<file path="src/sv/task_trace_record_table_core_macros.svh">
// Assertion macros for the task trace record table.
// Included by the controller and datapath modules; expects clk and rst_n in scope.
`ifndef TASK_TRACE_RECORD_TABLE_CORE_MACROS_SVH
`define TASK_TRACE_RECORD_TABLE_CORE_MACROS_SVH

// Same-cycle implication, disabled during reset.
`define TTR_ASSERT_NOW(label, ante, cons, msg) \
  label: assert property (@(posedge clk) disable iff (!rst_n) (ante) |-> (cons)) \
    else $error(msg);

// Next-cycle implication, disabled during reset.
`define TTR_ASSERT_NEXT(label, ante, cons, msg) \
  label: assert property (@(posedge clk) disable iff (!rst_n) (ante) |=> (cons)) \
    else $error(msg);

`endif

</file>
<file path="src/sv/ttr_pkg.sv">
// Package for the task trace record table: table geometry, operation codes,
// entry record type, controller command type and nibble keep masks. No dependencies.
`default_nettype none

package ttr_pkg;

  localparam int ENTRIES = 1024;
  localparam int ADDR_W  = $clog2(ENTRIES);

  localparam logic [2:0] FN_CLEAR  = 3'd0;
  localparam logic [2:0] FN_RECORD = 3'd1;
  localparam logic [2:0] FN_SW_GO  = 3'd2;
  localparam logic [2:0] FN_SW_END = 3'd3;
  localparam logic [2:0] FN_COUNT  = 3'd4;
  localparam logic [2:0] FN_READ   = 3'd5;

  typedef enum logic [1:0] {
    ST_CLEAR,
    ST_IDLE,
    ST_EXEC
  } state_t;

  typedef struct packed {
    logic        valid;
    logic [9:0]  task_id;
    logic [31:0] state_word;
    logic [15:0] block_number;
    logic [31:0] start_time;
    logic [31:0] elapsed_time;
    logic [31:0] max_elapsed;
    logic [31:0] event_count;
    logic [31:0] stopwatch;
  } entry_t;

  typedef struct packed {
    logic              clr_we;
    logic [ADDR_W-1:0] clr_addr;
    logic              capture;
    logic              exec;
  } cmd_t;

  // Bits kept when one nibble is replaced; select 1 is the top nibble.
  function automatic logic [31:0] keep_mask(input logic [3:0] sel);
    logic [31:0] m;
    case (sel)
      4'd1:    m = 32'h0fff_ffff;
      4'd2:    m = 32'hf0ff_ffff;
      4'd3:    m = 32'hff0f_ffff;
      4'd4:    m = 32'hfff0_ffff;
      4'd5:    m = 32'hffff_0fff;
      4'd6:    m = 32'hffff_f0ff;
      4'd7:    m = 32'hffff_ff0f;
      4'd8:    m = 32'hffff_fff0;
      default: m = 32'h0000_0000;
    endcase
    return m;
  endfunction

endpackage

`default_nettype wire

</file>
<file path="src/sv/ttr_ctrl.sv">
// Controller for the task trace record table: post-reset clearing sweep,
// accept and execute sequencing. Depends on ttr_pkg and the macros header.
`default_nettype none
`include "task_trace_record_table_core_macros.svh"

module ttr_ctrl
  import ttr_pkg::*;
(
  input  wire logic clk,
  input  wire logic rst_n,
  input  wire logic start,
  output logic      busy,
  output cmd_t      cmd
);

  state_t            state_r, state_nxt;
  logic [ADDR_W-1:0] clr_addr_r, clr_addr_nxt;

  always_ff @(posedge clk) begin
    if (!rst_n) begin
      state_r    <= ST_CLEAR;
      clr_addr_r <= '0;
    end else begin
      state_r    <= state_nxt;
      clr_addr_r <= clr_addr_nxt;
    end
  end

  always_comb begin
    state_nxt    = state_r;
    clr_addr_nxt = clr_addr_r;
    busy         = 1'b1;
    cmd          = '0;
    cmd.clr_addr = clr_addr_r;
    case (state_r)
      ST_CLEAR: begin
        cmd.clr_we   = 1'b1;
        clr_addr_nxt = clr_addr_r + 1'b1;
        if (clr_addr_r == ADDR_W'(ENTRIES - 1)) begin
          state_nxt = ST_IDLE;
        end
      end
      ST_IDLE: begin
        busy = 1'b0;
        if (start) begin
          cmd.capture = 1'b1;
          state_nxt   = ST_EXEC;
        end
      end
      ST_EXEC: begin
        cmd.exec  = 1'b1;
        state_nxt = ST_IDLE;
      end
      default: begin
        state_nxt = ST_IDLE;
      end
    endcase
  end

  `TTR_ASSERT_NEXT(a_capture_then_exec, cmd.capture, cmd.exec, "capture not followed by exec")
  `TTR_ASSERT_NEXT(a_exec_single, cmd.exec, !cmd.exec && !busy, "exec lasted more than a cycle")
  `TTR_ASSERT_NOW(a_no_accept_in_sweep, cmd.clr_we, busy && !cmd.capture, "accept during clear")

endmodule

`default_nettype wire

</file>
<file path="config.mk">
export PLATFORM = sky130hd
export DESIGN_NAME = ttr_ctrl
export DESIGN_NICKNAME = d
export VERILOG_FILES = /design/src/sv/ttr_pkg.sv /design/src/sv/ttr_ctrl.sv
export VERILOG_INCLUDE_DIRS = /design/src /design/src/sv
export SDC_FILE = /design/constraint.sdc
export NUM_CORES = 1
export LEC_CHECK = 0
export ABC_AREA = 1
export BUFFER_PORTS_ARGS = -buffer_cell sky130_fd_sc_hd__buf_2
export CORE_MARGIN = 2
export CORE_UTILIZATION = 43
export DETAILED_ROUTE_END_ITERATION = 8
export PLACE_DENSITY = 0.71
export SYNTH_ARGS = -nofsm -noshare
export SYNTH_HDL_FRONTEND = slang
export SYNTH_SLANG_ARGS = --single-unit
</file>
<file path="constraint.sdc">
create_clock -name clk -period 1.3 [get_ports clk]
set_clock_uncertainty 0.1 [all_clocks]
set_input_delay 0.26 -clock clk [delete_from_list [all_inputs] [get_ports clk]]
set_output_delay 0.26 -clock clk [all_outputs]
set_load 0.02 [all_outputs]
</file>
==> impl_metrics.py <==
metrics = {
    "worst_setup_path": {
        "critical_path.max_fanout": 4,
        "crit_start": "state_r[1]",
        "worstReg2RegEnd": "clr_addr_r[5]",
        "reg2reg_from": "state_r[1]",
        "critical_path.startpoint_type": "register",
        "worstPathArrival_ns": 0.96,
        "critical_path.top_delay_family": "flip-flops",
        "reg2reg_depth": 8,
        "crit_required_ns": 0.94,
        "worstSetupPathType": "reg2out",
        "worstSetupEndpointType": "output pin",
        "cp_cell_sequence": "inv_4, nand2_4, nor2_4, buf_6",
        "critical_path.n_buffers_inverters": 2,
        "worstSetupPathDepth": 4,
        "slack_of_the_worst_reg_to_reg_path_ns": 0.08,
        "crit_path_end": "cmd[1]",
        "crit_path_top_delay_cell": "dfxtp_4",
        "slowest_delay_ns": 0.36,
    },
    "outcome": {
        "outcome": "finished, violations left",
        "failed_checks": "negative setup slack",
    },
    "timing": {
        "fin_setup_tns_ns": -0.0226,
        "hold_viol_final": 0,
        "slew_viol_final": 0,
        "achievable-frequency_mhz": 756,
        "final_min_period_over_clock_period": 1.02,
        "final-setup-viol-count": 1,
        "rsz0062_at_grt": "true",
        "fin_ws_ns": -0.0226,
        "max_slew_margin": 0.878,
        "worst-slew-pin-transition_ns": 0.183,
        "period_minus_slack_ns": 1.32,
    },
    "clock_tree": {
        "insertion_delay_ns": 0.27,
        "ctsRootBufferMaster": "clkbuf_4",
        "hold_fix_buffers_cts": 0,
        "cts.path.max_buffers": 2,
        "cts_buffers": 3,
        "clock-sinks": 12,
        "clock_tree_from_tritoncts": "yes",
        "clk_transition_reported_paths_ns": 0.07,
        "ctsHtreeMaxLevel": 1,
    },
    "placement": {
        "pre_cts_ws_ns": 0.0218,
        "dp_cells": 109,
        "final_hpwl_from_detailed_placement_um": 860,
        "port_buffers": 16,
        "place.gp.congestion": 0.689,
    },
    "power": {
        "total_power_w": 0.000740,
        "peakVddDrop_mv": 0.794,
        "power.leakage_nw": 0.363,
        "pwr_density_cell_nw_per_um2": 916,
    },
    "finish": {
        "finalNonFillerCells": 117,
        "filler_cell_count": 119,
        "drive_above_1_share": 0.441,
        "antennaDiodeCount": 0,
        "area_overhead_of_the_layout_relative_to_synthesis_pct": 36.3,
        "utilization": 0.621,
        "nNetsFinal": 107,
    },
    "synth": {
        "netlist_top_cells_area": "dfxtp_1 (41%), inv_1 (7.6%), nor2_1 (7.0%)",
        "synth.yosys.seq_area_share": 0.405,
        "yosys.area.top_type_share": 0.405,
        "synth_area_per_cell_sq_um": 7.51,
        "cell_count_after_synthesis": 79,
        "post_synth_instance_area_sq_um": 593,
        "synth.largest_area_cell": "dfxtp_1",
        "syn_nets": 83,
        "yosys_warnings": 0,
        "synth_seq_cells": 12,
        "number_of_distinct_library_cells_after_synthesis": 20,
    },
    "global_route": {
        "wire_length_of_the_first_global_routing_pass_mm": 1.77,
        "vias_in_the_first_global_route": 408,
        "use_met1": 0.239,
        "grt_busiest_layer": "met1",
        "gr-usage-all-layers": 0.167,
        "grt.met2_usage": 0.227,
        "maximum_number_of_pins_on_one_net_before_global_route_repair": 11,
        "antenna_found_initial": 0,
        "grt_overflow_total": 0,
        "met3_usage": 0.0326,
    },
    "die": {
        "core_sq_um": 1300,
        "fp.dieH_um": 41.1,
        "ioPinCount": 17,
        "initial_utilization": 0.456,
        "dieWidth_um": 41.1,
        "core.rowCount": 13,
        "design.die.area_sq_um": 1690,
    },
    "route": {
        "num_vias": 563,
        "drt_iter0_markers": 22,
        "wl_per_cell_um": 10.4,
        "drcViolationCount": 0,
        "ant_nets": 0,
        "drt_pre_antenna_iters": 4,
        "vias_per_cell": 4.81,
        "detail_route.wirelength_mm": 1.22,
    },
    "job": {
        "number_of_max_cap_violations": 0,
    },
    "min_path": {
        "min_delay_path_class": "in2reg",
    },
}
-- area by class of cell --
cell class | instances | area [sq um] | share of cell area
multi-input combinational | 52 | 320 | 0.396
sequential | 12 | 256 | 0.317
timing repair buffer | 20 | 121 | 0.150
inverter | 14 | 55.1 | 0.0681
clock buffer | 4 | 36.3 | 0.0449
tap | 15 | 18.8 | 0.0232
-- cell families after synthesis --
family | count (synthesis) | share of synthesized area
AO/OA/AOI/OAI | 14 | 0.122
buffers and inverters | 15 | 0.105
AND/OR/NAND/NOR | 37 | 0.346
adder cells (fa/ha/maj) | 1 | 0.0211
flip-flops | 12 | 0.405
-- flip-flops by register name, summed over array words and instances (netlist names) --
signal and count:
clr_addr_r 10, state_r 2
-- tightest hold or removal path, delay by kind of cell --
| kind | cells | cell delay, ns |
|---|---|---|
| simple gates | 2 | 0.11 |
| buf+inv | 1 | 0.16 |
-- how the worst min path moves through the flow --
stage | to | startpoint | cells past startpoint
3_3_place_gp | clr_addr_r[6] | clr_addr_r[6] | 2
4_1_cts | clr_addr_r[5] | rst_n | 3
2_1_floorplan | state_r[1] | start | 2
5_1_grt | clr_addr_r[5] | rst_n | 3
6_report | clr_addr_r[5] | rst_n | 3
3_5_place_dp | clr_addr_r[0] | clr_addr_r[0] | 2
-- Yosys cell counts --
cell type,number
nand2_4,1
o21a_1,1
nor3_1,2
ha_1,1
o21ai_0,5
nand2_1,10
dfxtp_1,12
nor2_2,1
nand2_2,2
nand3_1,2
inv_1,12
nand4_1,2
buf_4,1
nor2_1,11
a21oi_1,7
inv_4,1
nand3_2,3
o21ai_1,1
nor2_4,3
inv_2,1
-- per-stage QoR --
step / cell area (sq um) / hold slack, ns
floorplan: 598 / 0.335
global placement: 689 / 0.379
detailed placement: 689 / 0.390
CTS: 769 / 0.197
global route: 808 / 0.230
finish: 808 / 0.204
-- cells in the final DEF, fill, tap and decap left out, drive strengths merged --
cell	instances
o21ai	6
buf	20
clkbuf	4
o21a	1
nand4	2
nor2	15
dfxtp	12
a21oi	7
ha	1
nor3	2
nand3	5
inv	14
nand2	13
-- metal layers --
metal,up-vias,routed length [um]
li1,297,-
met2,14,530
met5,-,0
met3,5,49
met1,247,597
met4,0,39
-- where the power goes --
group          total (W)  internal, W  switching, W  leakage (nW)
sequential      0.000385     0.000372     0.0000125         0.100
clock           0.000293     0.000170      0.000122        0.0210
combinational  0.0000626    0.0000260     0.0000366         0.242
-- repair_timing --
action	in CTS	in global routing
endpoints found under the setup margin	4	7
endpoints found under the hold margin	0	0
setup buffers	2	2
cloned	0	0
pin swaps	2	2
gates resized for setup	10	8
Power figures use the tool's default switching activity.
